===== config.mk =====
export PLATFORM = sky130hd
export DESIGN_NAME = nntl_queue
export DESIGN_NICKNAME = d
export VERILOG_FILES = /design/src/rtl/nntl_pkg.sv /design/src/rtl/nntl_queue.sv
export SDC_FILE = /design/constraint.sdc
export NUM_CORES = 1
export LEC_CHECK = 0
export BUFFER_PORTS_ARGS = -buffer_cell sky130_fd_sc_hd__clkbuf_2
export CAP_MARGIN = 20
export CORE_MARGIN = 2
export CORE_UTILIZATION = 50
export DETAILED_ROUTE_END_ITERATION = 10
export PLACE_DENSITY = 0.74
export RECOVER_POWER = 25
export SETUP_SLACK_MARGIN = 0.15
export SLEW_MARGIN = 20
export SYNTH_ARGS = -nofsm -noshare
export SYNTH_HDL_FRONTEND = slang
export SYNTH_SLANG_ARGS = --single-unit
export TNS_END_PERCENT = 5

===== constraint.sdc =====
create_clock -name i_clk -period 4.8 [get_ports i_clk]
set_input_delay 0.72 -clock i_clk [delete_from_list [all_inputs] [get_ports i_clk]]
set_output_delay 0.72 -clock i_clk [all_outputs]
set_load 0.01 [all_outputs]

===== src/rtl/nntl_pkg.sv =====
// Shared types and constants of the nearest-neighbor tour core.
package nntl_pkg;

    localparam int MAX_POINTS_DEF = 64;
    localparam int COORD_W        = 32;
    localparam int IDX_W          = 6;
    localparam int Q_DEPTH        = 2;
    localparam int Q_AW           = 1;
    localparam int DIST_W         = COORD_W + 1;

    // One input word: a waypoint, with the list end mark.
    typedef struct packed {
        logic [COORD_W-1:0] easting;
        logic [COORD_W-1:0] northing;
        logic               list_end;
    } t_in_word;

    // One result word: a visited point in tour order.
    typedef struct packed {
        logic [IDX_W-1:0]   point_index;
        logic [COORD_W-1:0] out_easting;
        logic [COORD_W-1:0] out_northing;
        logic               tour_end;
        logic               overflow;
    } t_out_word;

    // Classified word handed from the front to the tour engine.
    typedef struct packed {
        logic               store;
        logic               last;
        logic               overflow;
        logic [COORD_W-1:0] easting;
        logic [COORD_W-1:0] northing;
    } t_q_word;

    // Queue handshake seen by one side.
    typedef struct packed {
        logic full;
        logic valid;
    } t_q_stat;

endpackage


===== src/rtl/nntl_queue.sv =====
// Two-entry queue between the front and the tour engine.
module nntl_queue import nntl_pkg::*; (
    input  logic    i_clk,
    input  logic    i_rst_n,
    input  logic    i_push,
    input  t_q_word i_word,
    input  logic    i_pop,
    output t_q_word o_word,
    output t_q_stat o_stat
);

    t_q_word           r_slot [Q_DEPTH];
    logic [Q_AW-1:0]   r_wr_ptr, r_rd_ptr;
    logic [Q_AW:0]     r_fill, n_fill;
    logic              do_push, do_pop;

    assign o_stat.full  = (r_fill == (Q_AW+1)'(Q_DEPTH));
    assign o_stat.valid = (r_fill != '0);
    assign o_word       = r_slot[r_rd_ptr];
    assign do_push      = i_push && !o_stat.full;
    assign do_pop       = i_pop && o_stat.valid;

    always_comb begin
        n_fill = r_fill;
        if (do_push && !do_pop) begin
            n_fill = r_fill + (Q_AW+1)'(1);
        end else if (do_pop && !do_push) begin
            n_fill = r_fill - (Q_AW+1)'(1);
        end
    end

    always_ff @(posedge i_clk) begin
        if (do_push) begin
            r_slot[r_wr_ptr] <= i_word;
        end
    end

    always_ff @(posedge i_clk) begin
        if (!i_rst_n) begin
            r_wr_ptr <= '0;
            r_rd_ptr <= '0;
            r_fill   <= '0;
        end else begin
            if (do_push) begin
                r_wr_ptr <= r_wr_ptr + Q_AW'(1);
            end
            if (do_pop) begin
                r_rd_ptr <= r_rd_ptr + Q_AW'(1);
            end
            r_fill <= n_fill;
        end
    end

endmodule


==> results of run 1 <==
## how the worst max path moves through the flow
stage,start,endpoint,slack [ns],depth (start not counted)
2_1_floorplan,i_push,r_slot[0][0],0.90,2
3_3_place_gp,register,o_word[0],2.55,2
3_5_place_dp,register,o_word[55],2.55,2
4_1_cts,register,o_word[11],1.99,2
5_1_grt,register,o_word[63],1.94,2
6_report,register,o_word[11],2.03,2
## state kept, by name, summed over array words and instances (netlist names), named ones only
register / count
r_slot: 134
r_fill: 2
r_rd_ptr: 1
r_wr_ptr: 1
## power breakdown
group / switching, mW / internal, mW / leakage, nW / total, mW
Sequential: 0.121 / 1.53 / 1.29 / 1.65
Clock: 0.459 / 0.888 / 0.297 / 1.35
Combinational: 0.357 / 0.347 / 0.851 / 0.704
## cell type report
class                   count  share of cell area [%]
clock inverters            14                    3.08
flip-flops and latches    139                    63.5
clock buffers              18                    6.43
repair buffers            141                    10.6
multi-input cells          85                    13.8
inverters                   2                   0.115
well taps                 133                    2.56
## routing by layer
| layer | global-route usage (%) | wire length (um) |
|---|---|---|
| met1 | 17.6 | 3490 |
| met5 | 0 | 0 |
| met2 | 27.2 | 4340 |
| met3 | 7.24 | 682 |
| met4 | 7.71 | 93 |
## cells in the mapped netlist, types with 2 or more instances
cell type	count
mux2_1	30
mux2_2	37
xnor2_1	2
and2_1	3
buf_6	3
buf_2	3
edfxtp_1	134
dfxtp_1	5
## cell families (layout without fill, tap and decap cells)
group,Yosys count,after routing
AO/OA/AOI/OAI,5,5
XOR/XNOR,3,3
adder cells (fa/ha/maj),1,1
buffers and inverters,9,175
flip-flops,139,139
multiplexers,67,67
AND/OR/NAND/NOR,9,9
## critical path: cells and delay by family (launching register included)
family	cells	cell delay, ns
flops	1	0.94
mux	1	0.42
buf+inv	1	0.13
## metrics by stage
stage,std cells,instance area [um^2],hold WS (ns)
after floorplan,233,5070,0.479
after detailed placement,500,5910,0.529
final,532,6500,0.390
after global routing,532,6500,0.372
after CTS,532,6530,0.371
after global placement,500,5910,0.497
==> flow_summary_export.csv, run 1 <==
group,metric,value,unit
setup_path,rr_endpoint,"r_slot[1][21]",
timing,finalSetupViolCount,0,
timing,clock_skew,0.00900,ns
logic_synthesis,synthTopCellsByArea,"edfxtp_1, mux2_2, mux2_1",
cells_and_area,diodes,0,
clock_tree,post_cts_buffers,0,
global_routing,grt_use_total,16.2,%
clock_tree,h-tree-depth,4,
logic_synthesis,synth_top_family_by_area,"multiplexers",
placement,io_buffers,139,
clock_tree,postCtsHoldBufs,0,
status,status,"finished, final reports clean",
clock_tree,clk_latency,0.51,ns
clock_tree,clkSinkCount,139,
setup_path,r2r-start,"r_fill[0]",
timing,max-slew-margin-rel,37.9,%
floorplan,boundaryPins,140,
hold_path,hold_path.class,"primary input to register",
routing,ant_nets,0,
setup_path,reg2reg_slack,2.95,ns
flow_run,maxCapViolCount,0,
setup_path,worst_setup_path_end_kind,"output pin",
clock_tree,cts_tree,"built",
power,p_leak,2.44,nW
global_routing,antenna_found_initial,0,
timing,hold_violations,0,
logic_synthesis,synthFlopType,"edfxtp_1",
timing,tightest_slew,0.932,ns
logic_synthesis,netlist.area_leader.share,79.3,%
logic_synthesis,synthAdderAreaFrac,0.247,%
floorplan,die_x,105,um
placement,dp_hpwl,5320,um
global_routing,grt_overflow_total,0,
timing,setup_slack,2.03,ns
placement,gp_congestion,0.694,
clock_tree,cts_buffers,17,
setup_path,cp-start-kind,"register",
floorplan,dieArea,11000,um^2
setup_path,path_max_fanout,67,
global_routing,grt_max_degree,68,
setup_path,worstPathArrival,2.05,ns
setup_path,reg2regPathDepth,2,
setup_path,cp_cell_sequence,"mux2_2, clkbuf_2",
power,ir_drop,0.000271,V
global_routing,grt_pass1_vias,2681,
timing,slew_violations,0,
setup_path,crit_slowest_cell,"dfxtp_4",
floorplan,core_area,9820,um^2
power,power,3.70,mW
cells_and_area,fillers,726,
logic_synthesis,synth_edf_count,134,
routing,drtIter0Drc,107,
logic_synthesis,synthSimpleGateAreaFrac,1.13,%
cells_and_area,mostFrequentLayoutCells,"edfxtp_1, clkbuf_2, mux2_2",
logic_synthesis,synth_cell_type_count,24,
clock_tree,clock_path_buffers,2,
clock_tree,cts.reportedPaths.clkPinSlew,0.06,ns
floorplan,rows,36,
cells_and_area,nets,458,
setup_path,worstPathRequired,4.08,ns
setup_path,path_class,"register to output pin",
routing,remaining_drc_errors,0,
floorplan,die_h,105,um
routing,wl_per_cell,16.2,um
timing,rsz0062_at_grt,"false",
hold_path,hold_path_depth,1,
logic_synthesis,synth_xor_area_share,0.518,%
timing,finalCritPeriodShare,57.6,%
global_routing,grt_pass1_wl,13100,um
placement,dpl_worst_slack,2.55,ns
logic_synthesis,async_reset_ff_share,0,%
floorplan,initial_core_util,51.6,%
timing,fin_tns_setup,0,ns
routing,viasPerCell,4.95,
logic_synthesis,syn_inst,233,
logic_synthesis,muxShareOfSynthArea,14.9,%
routing,drt_pass1_iterations,4,
logic_synthesis,avgSynthCellArea,21.8,um^2
logic_synthesis,syn_nets,305,
timing,clock.fmax,0.362,GHz
routing,dr_total_vias,2631,
logic_synthesis,synth_sequential_area_ratio,81.3,%
logic_synthesis,synth_compound_area_share,0.642,%
logic_synthesis,syn_area,5070,um^2
setup_path,cpPeakStageDelay,0.94,ns
clock_tree,root_buffer,"clkbuf_8",
routing,wl,8610,um
power,p_per_area,569,nW/um^2
logic_synthesis,yosys_warnings,0,
logic_synthesis,synth_top_area_cell,"edfxtp_1",
cells_and_area,multi_input_area,895,um^2
cells_and_area,final_common_cell,"edfxtp_1",
hold_path,hold_end,"r_slot[0][52]",
hold_path,min_from,"i_word[52]",
cells_and_area,area_growth,28.2,%
logic_synthesis,ys_ff_latch,139,
cells_and_area,regArea,4130,um^2
cells_and_area,drive_above_1_share,48.4,%
timing,finalCriticalPeriod,2.77,ns
cells_and_area,fin_util,66.2,%
clock_tree,cts.repair.resized,0,
Note: power is estimated with default switching activity, not from simulation.
==> inputs of run 2 (changes only) <==
CORE_UTILIZATION = 47   (was 50)
PLACE_DENSITY = 0.73   (was 0.74)
clock period = 2.54 ns   (was 4.8 ns; I/O delays follow)
==> flow_summary_export.csv, run 2 (synthesis results as in run 1) <==
group,metric,value,unit
routing,dr_total_vias,2620,
power,p_int,5.05,mW
hold_path,hold_path_depth,1,
routing,wl_met3,686,um
routing,routed.top_layer,"met4",
routing,wl_met2,4590,um
clock_tree,root_buffer,"clkbuf_8",
timing,tightest_slew,0.638,ns
timing,finalCritPeriodShare,87.8,%
power,clockPowerShare,34.3,%
clock_tree,post_cts_buffers,0,
floorplan,dieArea,11600,um^2
clock_tree,postCtsHoldBufs,0,
clock_tree,clock_path_buffers,2,
global_routing,grt_use_total,16.4,%
placement,io_buffers,139,
power,ir_drop,0.000642,V
clock_tree,clk_latency,0.50,ns
timing,fin_tns_setup,0,ns
floorplan,boundaryPins,140,
setup_path,worstPathRequired,2.16,ns
global_routing,antenna_found_initial,1,
global_routing,grt_overflow_total,0,
global_routing,grt_pass1_vias,2845,
timing,max-slew-margin-rel,57.5,%
floorplan,die_x,108,um
timing,hold_violations,0,
timing,rsz0062_at_grt,"false",
cells_and_area,largest_reg_flops,134,
placement,gp_congestion,0.683,
timing,slew_violations,0,
setup_path,crit_slowest_cell,"buf_4",
setup_path,worstPathArrival,1.85,ns
power,switching_share,26.2,%
clock_tree,h-tree-depth,4,
cells_and_area,mostFrequentLayoutCells,"edfxtp_1, clkbuf_2, mux2_2",
cells_and_area,fin_area,6520,um^2
power,power.switching,1.79,mW
clock_tree,cts.reportedPaths.clkPinSlew,0.06,ns
floorplan,rows,37,
floorplan,core_area,10400,um^2
setup_path,worst_setup_path_end_kind,"output pin",
clock_tree,cts.repair.resized,0,
setup_path,reg2regPathDepth,4,
hold_path,hold_path.class,"primary input to register",
clock_tree,cts_buffers,17,
global_routing,grt_max_degree,48,
floorplan,die_h,108,um
routing,wl,8830,um
setup_path,cp_cell_sequence,"buf_4, mux2_1, clkbuf_2",
power,p_comb_share,22.3,%
floorplan,initial_core_util,48.7,%
placement,dp_cells,507,
placement,placed_area,5980,um^2
routing,wl_per_cell,16.4,um
power,p_leak,2.41,nW
routing,remaining_drc_errors,0,
setup_path,path_max_fanout,40,
timing,clock.fmax,0.448,GHz
clock_tree,clkSinkCount,139,
cells_and_area,finalNonFillerCells,540,
routing,drt_pass1_iterations,4,
routing,wl_met1,3500,um
clock_tree,cts_tree,"built",
setup_path,cp-start-kind,"register",
flow_run,maxCapViolCount,0,
setup_path,path_class,"register to output pin",
routing,viasPerCell,4.85,
placement,dp_hpwl,5890,um
routing,ant_nets,0,
timing,finalSetupViolCount,0,
cells_and_area,nets,462,
global_routing,grt_pass1_wl,13800,um
setup_path,cpPeakStageDelay,0.44,ns
power,p_per_area,1050,nW/um^2
cells_and_area,fin_util,62.6,%
timing,setup_slack,0.309,ns
power,p_seq_share,43.5,%
cells_and_area,drive_above_1_share,47.1,%
cells_and_area,reg_top3,"r_slot: 134 flops, r_fill: 2 flops",
timing,clock_skew,0.00650,ns
cells_and_area,fillers,770,
placement,dpl_worst_slack,0.812,ns
timing,finalCriticalPeriod,2.23,ns
cells_and_area,final_common_cell,"edfxtp_1",
routing,drtIter0Drc,120,
cells_and_area,area_growth,28.6,%
status,status,"finished, final reports clean",
cells_and_area,regMostFlops,"r_slot",
[run 2: cell types whose count changed in the layout (fill, tap and decap cells not counted), moves of 3 or more]
| cell | before | now |
|---|---|---|
| clkinvlp_4 | 2 | 6 |
| clkinv_1 | 3 | 0 |
| clkbuf_2 | 121 | 109 |
| bufinv_16 | 5 | 2 |
| clkbuf_1 | 19 | 30 |
| clkbuf_8 | 1 | 4 |
[run 2: power by group through the flow]
stage	clock, mW	sequential, mW	combinational, mW
floorplan	0	3.00	0.993
global placement	0	3.00	1.54
detailed placement	0	3.02	1.56
CTS	2.39	2.98	1.57
global route	2.51	3.00	1.66
finish	2.34	2.97	1.52
[run 2: final cells by class]
class	instances	area (um^2)	share of cell area, %
repair buffers	145	728	11.2
well taps	136	170	2.61
flip-flops and latches	139	4130	63.3
clock inverters	11	120	1.84
diodes	1	2.50	0.0384
multi-input cells	85	902	13.8
inverters	2	10.0	0.153
clock buffers	21	459	7.04
[run 2: routing by layer]
layer	vias up	GRT usage, %
li1	1237	-
met4	0	5.77
met5	-	0
met2	88	28.2
met1	1291	17.8
met3	4	7.51
[run 2: worst paths after layout]
| check | slack (ns) | start | to |
|---|---|---|---|
| worst max-delay path | 0.31 | register | o_word[16] |
| worst min-delay path | 0.07 | i_word[65] | r_slot[1][65] |
| worst max register to register | 0.85 | r_fill[0] | r_slot[0][36] |
| worst min register to register | 0.58 | r_fill[1] | r_fill[1] |
[run 2: through the flow]
stage,hold slack (ns),power [mW]
finish,0.0692,6.84
floorplan,0.480,4.00
CTS,0.0403,6.94
global route,0.0273,7.18
detailed placement,0.569,4.58
global placement,0.525,4.54
[run 2: worst max-delay path: cells and delay by family, from the launching register on]
family / cells / cell delay (ns)
flops: 1 / 0.34
buf+inv: 2 / 0.58
mux: 1 / 0.40
