[config.mk]
export PLATFORM = sky130hd
export DESIGN_NAME = nntl_front
export DESIGN_NICKNAME = d
export VERILOG_FILES = /design/src/rtl/nntl_pkg.sv /design/src/rtl/nntl_front.sv
export SDC_FILE = /design/constraint.sdc
export NUM_CORES = 1
export LEC_CHECK = 0
export BUFFER_PORTS_ARGS = -buffer_cell sky130_fd_sc_hd__buf_2
export CAP_MARGIN = 10
export CORE_ASPECT_RATIO = 0.9
export CORE_UTILIZATION = 29
export CTS_CLUSTER_SIZE = 12
export DETAILED_ROUTE_END_ITERATION = 12
export GPL_TIMING_DRIVEN = 0
export PLACE_DENSITY = 0.9
export SYNTH_ARGS = -nofsm -noshare
export SYNTH_HDL_FRONTEND = slang
export SYNTH_SLANG_ARGS = --single-unit
[constraint.sdc]
create_clock -name i_clk -period 1.5 [get_ports i_clk]
set_input_delay 0.075 -clock i_clk [delete_from_list [all_inputs] [get_ports i_clk]]
set_output_delay 0.075 -clock i_clk [all_outputs]
set_load 0.01 [all_outputs]
[src/rtl/nntl_pkg.sv]
// Shared types and constants of the nearest-neighbor tour core.
package nntl_pkg;

    localparam int MAX_POINTS_DEF = 64;
    localparam int COORD_W        = 32;
    localparam int IDX_W          = 6;
    localparam int Q_DEPTH        = 2;
    localparam int Q_AW           = 1;
    localparam int DIST_W         = COORD_W + 1;

    // One input word: a waypoint, with the list end mark.
    typedef struct packed {
        logic [COORD_W-1:0] easting;
        logic [COORD_W-1:0] northing;
        logic               list_end;
    } t_in_word;

    // One result word: a visited point in tour order.
    typedef struct packed {
        logic [IDX_W-1:0]   point_index;
        logic [COORD_W-1:0] out_easting;
        logic [COORD_W-1:0] out_northing;
        logic               tour_end;
        logic               overflow;
    } t_out_word;

    // Classified word handed from the front to the tour engine.
    typedef struct packed {
        logic               store;
        logic               last;
        logic               overflow;
        logic [COORD_W-1:0] easting;
        logic [COORD_W-1:0] northing;
    } t_q_word;

    // Queue handshake seen by one side.
    typedef struct packed {
        logic full;
        logic valid;
    } t_q_stat;

endpackage

[src/rtl/nntl_front.sv]
// Input front: accepts waypoint words, tracks fill of the list, classifies each word.
module nntl_front import nntl_pkg::*; #(
    parameter int MAX_POINTS = MAX_POINTS_DEF
) (
    input  logic     i_clk,
    input  logic     i_rst_n,
    input  logic     i_start,
    input  t_in_word i_item,
    input  t_q_stat  i_q_stat,
    output logic     o_busy,
    output logic     o_push,
    output t_q_word  o_q_word
);

    localparam int CW = $clog2(MAX_POINTS + 1);

    logic [CW-1:0] r_stored, n_stored;
    logic          r_dropped, n_dropped;
    logic          fits;

    assign o_busy = i_q_stat.full;
    assign o_push = i_start && !i_q_stat.full;
    assign fits   = (r_stored < CW'(MAX_POINTS));

    always_comb begin
        o_q_word.store    = fits;
        o_q_word.last     = i_item.list_end;
        o_q_word.overflow = r_dropped || !fits;
        o_q_word.easting  = i_item.easting;
        o_q_word.northing = i_item.northing;
    end

    always_comb begin
        n_stored  = r_stored;
        n_dropped = r_dropped;
        if (o_push) begin
            if (i_item.list_end) begin
                n_stored  = '0;
                n_dropped = 1'b0;
            end else if (fits) begin
                n_stored = r_stored + CW'(1);
            end else begin
                n_dropped = 1'b1;
            end
        end
    end

    always_ff @(posedge i_clk) begin
        if (!i_rst_n) begin
            r_stored  <= '0;
            r_dropped <= 1'b0;
        end else begin
            r_stored  <= n_stored;
            r_dropped <= n_dropped;
        end
    end

endmodule

==> impl_metrics.prom, run 1 <==
# TYPE chip_impl_metric gauge
chip_impl_info{name="outcome",value="complete, but fails checks"} 1
chip_impl_info{name="violated_checks",value="design-rule violations"} 1
chip_impl_metric{name="power-per-cell-area",unit="nW/um^2"} 495.3
chip_impl_metric{name="routed_length_per_placed_instance",unit="um"} 8.112
chip_impl_metric{name="net-switching-power",unit="W"} 0.0001862
chip_impl_metric{name="cts_htree_levels",unit=""} 1
chip_impl_metric{name="netlist_instances",unit=""} 114
chip_impl_metric{name="die_area",unit="sq um"} 3401
chip_impl_metric{name="min_delay_path_depth",unit=""} 2
chip_impl_metric{name="total_grt_usage",unit="%"} 9.934
chip_impl_metric{name="start_util",unit="%"} 30.22
chip_impl_metric{name="drv.max_cap_violation_count",unit=""} 0
chip_impl_metric{name="remaining_drc_errors",unit=""} 1
chip_impl_metric{name="cts_buffer_depth",unit=""} 2
chip_impl_metric{name="drt-initial-drc-count",unit=""} 20
chip_impl_metric{name="top_level_ports",unit=""} 139
chip_impl_metric{name="layout_worst_path_cycle_share",unit="%"} 89.43
chip_impl_metric{name="share_of_cells_above_drive_strength_1",unit="%"} 77.37
chip_impl_metric{name="max_transition_viols_final",unit=""} 0
chip_impl_metric{name="tmin_final",unit="ns"} 1.341
chip_impl_metric{name="yosys_warnings",unit=""} 0
chip_impl_metric{name="synthesis.area",unit="sq um"} 919.6
chip_impl_metric{name="slew_headroom",unit="%"} 77.58
chip_impl_info{name="timing.hold.worst.class",value="in2reg"} 1
chip_impl_metric{name="worst_setup_hold_path_clk_slew",unit="ns"} 0.05
chip_impl_info{name="cp_cell_sequence",value="ha_1 -> inv_1 -> or4_1 -> a21oi_1"} 1
chip_impl_metric{name="max_stage_delay",unit="ns"} 0.50
chip_impl_metric{name="yosysSeqAreaShare",unit="%"} 17.41
chip_impl_metric{name="post-dp-hpwl",unit="um"} 1607
chip_impl_metric{name="gp_routability_congestion",unit=""} 0.7940
chip_impl_metric{name="clock_latency_reported_for_the_late_side_of_the_worst_skew_pair",unit="ns"} 0.25
chip_impl_metric{name="clock-sinks",unit=""} 8
chip_impl_metric{name="hold_buffers",unit=""} 0
chip_impl_metric{name="via_per_inst",unit=""} 4.017
chip_impl_metric{name="coreArea",unit="sq um"} 3043
chip_impl_metric{name="num-nets-final",unit=""} 263
chip_impl_metric{name="sw_ratio",unit="%"} 27.63
chip_impl_info{name="timing_worst_setup_path_type",value="reg2reg"} 1
chip_impl_metric{name="antenna_cells",unit=""} 0
chip_impl_metric{name="area_delta_synth_final",unit="%"} 47.89
chip_impl_metric{name="placementRows",unit=""} 19
chip_impl_info{name="most_frequent_standard_cell_in_the_layout_excluding_fill_and_tap_cells",value="buf_2"} 1
chip_impl_metric{name="ys_ff_latch",unit=""} 8
chip_impl_metric{name="antenna_violating_nets_post_route",unit=""} 0
chip_impl_metric{name="synth_nets",unit=""} 185
chip_impl_metric{name="globalRoute.totalOverflow",unit=""} 0
chip_impl_metric{name="route.final.wire_length",unit="um"} 1882
chip_impl_metric{name="cts_inserted_buffers",unit=""} 3
chip_impl_metric{name="p_comb_share",unit="%"} 43.7
chip_impl_metric{name="die_h",unit="um"} 55.43
chip_impl_metric{name="place.detailed.instances",unit=""} 229
chip_impl_metric{name="setup_viol",unit=""} 0
chip_impl_info{name="commonest_cells_after_routing_fill_and_taps_aside",value="buf_2 (73), buf_4 (67), dfxtp_1 (8)"} 1
chip_impl_metric{name="p_clk_share",unit="%"} 24.2
chip_impl_metric{name="worst-endpoint-required",unit="ns"} 1.69
chip_impl_info{name="hold_start",value="i_rst_n"} 1
chip_impl_metric{name="power.internal",unit="W"} 0.0004875
chip_impl_metric{name="vias",unit=""} 932
chip_impl_info{name="setup.worst_path.start_class",value="register"} 1
chip_impl_info{name="hold-path-endpoint",value="r_stored[1]"} 1
chip_impl_metric{name="grt_first_pass_wirelength",unit="um"} 2628
chip_impl_info{name="critical_path.reg2reg.endpoint",value="r_stored[2]"} 1
chip_impl_metric{name="reg2reg_setup_slack",unit="ns"} 0.16
chip_impl_metric{name="fill_cells",unit=""} 311
chip_impl_metric{name="post_synth.cell_area_avg",unit="sq um"} 8.067
chip_impl_metric{name="path_max_fanout",unit=""} 4
chip_impl_metric{name="finalHoldViolations",unit=""} 0
chip_impl_metric{name="port-buffer-count",unit=""} 73
chip_impl_metric{name="max_clock_freq",unit="GHz"} 0.7454
chip_impl_info{name="cpMaxStageDelayCell",value="or4_1"} 1
chip_impl_info{name="grt_setup_unrepaired",value="false"} 1
chip_impl_metric{name="leakagePower",unit="nW"} 0.7684
chip_impl_metric{name="cts_repair_resize_count",unit=""} 0
chip_impl_info{name="root_buffer",value="clkbuf_4"} 1
chip_impl_metric{name="worst_clock_skew",unit="ns"} 0.001058
chip_impl_metric{name="grt_start_max_net_pins",unit=""} 10
chip_impl_info{name="reg2reg_from",value="r_stored[0]"} 1
chip_impl_metric{name="drt-pass1-iter-count",unit=""} 9
chip_impl_info{name="tritoncts_clock_tree",value="done"} 1
chip_impl_metric{name="max_slew.worst_pin.slew",unit="ns"} 0.3333
chip_impl_metric{name="r2r_cells",unit=""} 4
chip_impl_metric{name="antenna_found_initial",unit=""} 0
chip_impl_metric{name="synth_cell_types",unit=""} 21
chip_impl_metric{name="final_cell_count_no_fill",unit=""} 232
chip_impl_metric{name="dieWidth",unit="um"} 61.36
chip_impl_metric{name="post_cts_buffers",unit=""} 0
chip_impl_metric{name="grt_pass1_vias",unit=""} 697
chip_impl_metric{name="seq_power_share",unit="%"} 32.0
chip_impl_metric{name="totalNegativeSetupSlack",unit="ns"} 0
chip_impl_info{name="endpoint_kind",value="register"} 1
chip_impl_metric{name="critPathArrivalTime",unit="ns"} 1.53
chip_impl_metric{name="vdd_ir_drop_max",unit="mV"} 0.3176
==> through the flow <==
step	util, %	total power (W)	setup slack [ns]	cell area (sq um)	hold slack [ns]
2_1_floorplan	-	0.0004208	0.2831	919.6	0.2288
3_3_place_gp	43.96	0.0005132	0.2272	1338	0.3328
3_5_place_dp	43.96	0.0005174	0.2078	1338	0.3336
4_1_cts	44.70	0.0006816	0.1684	1360	0.1346
5_1_grt	44.70	0.0007131	0.1182	1360	0.1472
6_report	44.70	0.0006737	0.1585	1360	0.1400
==> critical path, delay by kind of cell (launching register included) <==
family | cells | cell delay, ns
buf+inv | 1 | 0.06
fa+ha+maj | 1 | 0.19
simple gates | 1 | 0.50
flops | 1 | 0.38
compound gates | 1 | 0.14
==> synthesized netlist by cell type <==
cell type  count  area share, %
or2_2          1           0.68
nor2_1         2           0.82
and4_1         1           0.95
ha_1           1            1.4
o31ai_1        2            1.6
o22ai_1        1           0.68
or4_1          2            1.6
nand3_1        5            2.7
inv_1          3            1.2
dfxtp_1        8             17
nand2b_4       1            1.5
a21boi_0       2            1.6
and2b_4        1            1.1
buf_4         67             55
buf_6          1            1.2
mux2i_1        2            2.2
o21ai_0        2            1.1
nand3b_1       4            3.3
nand2_1        3            1.2
nor4_1         2            1.4
a21oi_1        3            1.6
==> area by class of cell <==
cell class | instances | area, sq um | area share [%]
Buffer | 68 | 514.2 | 37.81
Clock buffer | 3 | 22.52 | 1.656
Inverter | 3 | 11.26 | 0.8280
Multi-Input combinational cell | 35 | 234.0 | 17.20
Sequential cell | 8 | 160.2 | 11.78
Tap cell | 42 | 52.55 | 3.864
Timing Repair Buffer | 73 | 365.4 | 26.86
==> routing by layer <==
| layer | wire (um) | global-route usage (%) | vias to the layer above |
|---|---|---|---|
| li1 | - | - | 461 |
| met1 | 591 | 9.971 | 395 |
| met2 | 998 | 18.79 | 76 |
| met3 | 292 | 3.044 | 0 |
| met4 | 0 | 2.857 | 0 |
| met5 | 0 | 0 | - |
==> power by group through the flow <==
stage	combinational, W	sequential, W	clock, W
6_report	0.000295	0.000216	0.000163
5_1_grt	0.000322	0.000216	0.000176
4_1_cts	0.000298	0.000216	0.000168
3_5_place_dp	0.000297	0.000220	0
3_3_place_gp	0.000293	0.000220	0
2_1_floorplan	0.000201	0.000220	0
==> sequential cells by signal, summed over array words and instances (netlist names) <==
register / flops
r_stored: 7
r_dropped: 1
==> worst max-delay path by stage <==
| stage | from | to | cells past startpoint |
|---|---|---|---|
| CTS | r_stored[0] | r_stored[2] | 4 |
| finish | r_stored[0] | r_stored[2] | 4 |
| floorplan | r_stored[0] | r_stored[2] | 4 |
| detailed placement | r_stored[0] | r_stored[2] | 4 |
| global route | r_stored[0] | r_stored[2] | 4 |
| global placement | r_stored[0] | r_stored[2] | 4 |
==> logic make-up (layout without fill, tap and decap cells) <==
logic type      Yosys count  after routing  synth area share, %
compound gates           10             10                6.666
mux                       2              2                2.177
buf+inv                  71            147                57.14
flops                     8              8                17.41
simple gates             22             22                15.24
fa+ha+maj                 1              1                1.360
Power figures use the tool's default switching activity.
==> inputs of run 2 (changes only) <==
CORE_MARGIN = 5   (was unset)
==> run 2 against run 1 <==
  * The flow now finishes without violations
  * Global-route usage shrank 0.61 points
  * Combinational power barely moved
  * Design area is the same
  * Critical path depth is the same
  * Cell count unchanged
  * Clock power is essentially flat
  * Register-to-register slack gained 0.03 ns
  * Count of clock-buffer cells in the layout did not move
  * Fmax rose by 2.0%
  * Clock skew increased by 0.00086 ns
==> impl_metrics.prom, run 2 (synthesis results as in run 1) <==
# TYPE chip_impl_metric gauge
chip_impl_info{name="outcome",value="finished, final reports clean"} 1
chip_impl_metric{name="top_level_ports",unit=""} 139
chip_impl_metric{name="cts_htree_levels",unit=""} 1
chip_impl_metric{name="critPathArrivalTime",unit="ns"} 1.50
chip_impl_metric{name="worst-endpoint-required",unit="ns"} 1.69
chip_impl_metric{name="antenna_violating_nets_post_route",unit=""} 0
chip_impl_info{name="topRoutingLayerUsed",value="met4"} 1
chip_impl_metric{name="hold_buffers",unit=""} 0
chip_impl_metric{name="finalHoldViolations",unit=""} 0
chip_impl_info{name="register_with_the_most_flip_flops",value="r_stored"} 1
chip_impl_metric{name="p_clk_share",unit="%"} 24.4
chip_impl_metric{name="leakagePower",unit="nW"} 0.7684
chip_impl_info{name="grt_setup_unrepaired",value="false"} 1
chip_impl_metric{name="max_clock_freq",unit="GHz"} 0.7601
chip_impl_metric{name="start_util",unit="%"} 30.22
chip_impl_metric{name="largest_reg_flops",unit=""} 7
chip_impl_metric{name="gp_routability_congestion",unit=""} 0.7436
chip_impl_metric{name="num-nets-final",unit=""} 263
chip_impl_metric{name="wl_met3",unit="um"} 293
chip_impl_metric{name="remaining_drc_errors",unit=""} 0
chip_impl_metric{name="dieWidth",unit="um"} 69.36
chip_impl_metric{name="die_area",unit="sq um"} 4399
chip_impl_metric{name="net-switching-power",unit="W"} 0.0001918
chip_impl_info{name="tritoncts_clock_tree",value="done"} 1
chip_impl_metric{name="share_of_cells_above_drive_strength_1",unit="%"} 77.37
chip_impl_info{name="reg_top3",value="r_stored x7, r_dropped x1"} 1
chip_impl_metric{name="vdd_ir_drop_max",unit="mV"} 0.2409
chip_impl_metric{name="drv.max_cap_violation_count",unit=""} 0
chip_impl_metric{name="sw_ratio",unit="%"} 28.23
chip_impl_metric{name="cts_repair_resize_count",unit=""} 0
chip_impl_metric{name="vias",unit=""} 923
chip_impl_metric{name="p_comb_share",unit="%"} 43.8
chip_impl_info{name="reg2reg_from",value="r_stored[0]"} 1
chip_impl_metric{name="routedLengthMet1",unit="um"} 759
chip_impl_metric{name="coreArea",unit="sq um"} 3043
chip_impl_metric{name="routed_length_per_placed_instance",unit="um"} 10.24
chip_impl_metric{name="grt_pass1_vias",unit=""} 905
chip_impl_info{name="setup.worst_path.start_class",value="register"} 1
chip_impl_metric{name="worst_setup_hold_path_clk_slew",unit="ns"} 0.06
chip_impl_metric{name="cts_inserted_buffers",unit=""} 3
chip_impl_metric{name="placementRows",unit=""} 19
chip_impl_metric{name="worst_clock_skew",unit="ns"} 0.001918
chip_impl_metric{name="cts_buffer_depth",unit=""} 2
chip_impl_metric{name="max_slew.worst_pin.slew",unit="ns"} 0.3294
chip_impl_metric{name="power-per-cell-area",unit="nW/um^2"} 499.6
chip_impl_metric{name="grt_first_pass_wirelength",unit="um"} 3615
chip_impl_info{name="timing.critical_path.from",value="r_stored[0]"} 1
chip_impl_metric{name="totalNegativeSetupSlack",unit="ns"} 0
chip_impl_metric{name="port-buffer-count",unit=""} 73
chip_impl_metric{name="route.final.wire_length",unit="um"} 2375
chip_impl_metric{name="dpl-instance-area",unit="sq um"} 1338
chip_impl_info{name="worst_path_dominant_cell_family",value="simple AND/OR/NAND/NOR gates"} 1
chip_impl_info{name="cp_cell_sequence",value="ha_1 -> inv_1 -> or4_1 -> a21oi_1"} 1
chip_impl_metric{name="via_per_inst",unit=""} 3.978
chip_impl_info{name="endpoint_kind",value="register"} 1
chip_impl_metric{name="slew_headroom",unit="%"} 77.84
chip_impl_metric{name="globalRoute.totalOverflow",unit=""} 0
chip_impl_metric{name="setup_viol",unit=""} 0
chip_impl_metric{name="power.internal",unit="W"} 0.0004876
chip_impl_metric{name="max_transition_viols_final",unit=""} 0
chip_impl_metric{name="clock-sinks",unit=""} 8
chip_impl_metric{name="antenna_cells",unit=""} 0
chip_impl_metric{name="clock_latency_reported_for_the_late_side_of_the_worst_skew_pair",unit="ns"} 0.25
chip_impl_metric{name="post-dp-hpwl",unit="um"} 2165
chip_impl_info{name="most_frequent_standard_cell_in_the_layout_excluding_fill_and_tap_cells",value="buf_2"} 1
chip_impl_metric{name="grt_start_max_net_pins",unit=""} 10
chip_impl_metric{name="area_delta_synth_final",unit="%"} 47.89
chip_impl_metric{name="layout_worst_path_cycle_share",unit="%"} 87.70
chip_impl_info{name="timing.hold.worst.class",value="in2reg"} 1
chip_impl_info{name="timing_worst_setup_path_type",value="reg2reg"} 1
chip_impl_metric{name="seq_power_share",unit="%"} 31.7
chip_impl_metric{name="die_h",unit="um"} 63.43
chip_impl_metric{name="met2RoutedLength",unit="um"} 1296
chip_impl_info{name="cpMaxStageDelayCell",value="or4_1"} 1
chip_impl_metric{name="antenna_found_initial",unit=""} 0
chip_impl_metric{name="path_max_fanout",unit=""} 4
chip_impl_metric{name="tmin_final",unit="ns"} 1.316
chip_impl_metric{name="max_stage_delay",unit="ns"} 0.50
chip_impl_metric{name="drt-pass1-iter-count",unit=""} 4
chip_impl_metric{name="total_grt_usage",unit="%"} 9.329
chip_impl_metric{name="post_cts_buffers",unit=""} 0
chip_impl_metric{name="finalInstanceArea",unit="sq um"} 1360
chip_impl_metric{name="drt-initial-drc-count",unit=""} 7
chip_impl_info{name="commonest_cells_after_routing_fill_and_taps_aside",value="buf_2 (73), buf_4 (67), dfxtp_1 (8)"} 1
chip_impl_info{name="hold_start",value="i_rst_n"} 1
chip_impl_metric{name="timing.critical_path.buf_inv",unit=""} 1
chip_impl_info{name="root_buffer",value="clkbuf_4"} 1
[run 2: cell counts in the layout (fill, tap and decap cells not counted)]
No cell type changed its count.
[run 2: layer usage]
metal / vias up / GRT usage, %
li1: 460 / -
met1: 391 / 9.316
met2: 68 / 17.86
met3: 4 / 2.862
met4: 0 / 3.659
met5: - / 0
[run 2: worst reg2reg max path, stage by stage (launching register included)]
cell and delay, ns:
dfxtp_1 0.37, ha_1 0.18, inv_1 0.06, or4_1 0.50
a21oi_1 0.14
[run 2: power by group through the flow]
| stage | sequential, W | clock (W) | combinational [W] |
|---|---|---|---|
| floorplan | 0.000220 | 0 | 0.000201 |
| global placement | 0.000220 | 0 | 0.000298 |
| detailed placement | 0.000220 | 0 | 0.000302 |
| CTS | 0.000215 | 0.000170 | 0.000302 |
| global route | 0.000216 | 0.000178 | 0.000323 |
| finish | 0.000215 | 0.000166 | 0.000298 |
[run 2: path summary, 6_finish.rpt]
check	to	slack, ns	cells after the start
worst max register to register	r_stored[2]	0.18	4
worst min-delay path	r_stored[1]	0.15	2
worst min register to register	r_dropped	0.47	2
worst max-delay path	r_stored[2]	0.18	4
[run 2: layout make-up]
type,instances,area [sq um]
Tap cell,42,52.55
Timing Repair Buffer,73,365.4
Clock buffer,3,22.52
Sequential cell,8,160.2
Inverter,3,11.26
Fill cell,319,1683
Multi-Input combinational cell,35,234.0
Buffer,68,514.2
[run 2: through the flow]
step | total power [W] | setup WS [ns] | cells | hold slack (ns) | util, %
6_report | 0.0006794 | 0.1845 | 232 | 0.1473 | 44.70
3_3_place_gp | 0.0005176 | 0.2292 | 229 | 0.3356 | 43.96
5_1_grt | 0.0007165 | 0.08142 | 232 | 0.1519 | 44.70
4_1_cts | 0.0006878 | 0.1926 | 232 | 0.1380 | 44.70
3_5_place_dp | 0.0005219 | 0.2050 | 229 | 0.3362 | 43.96
2_1_floorplan | 0.0004208 | 0.2831 | 114 | 0.2288 | -
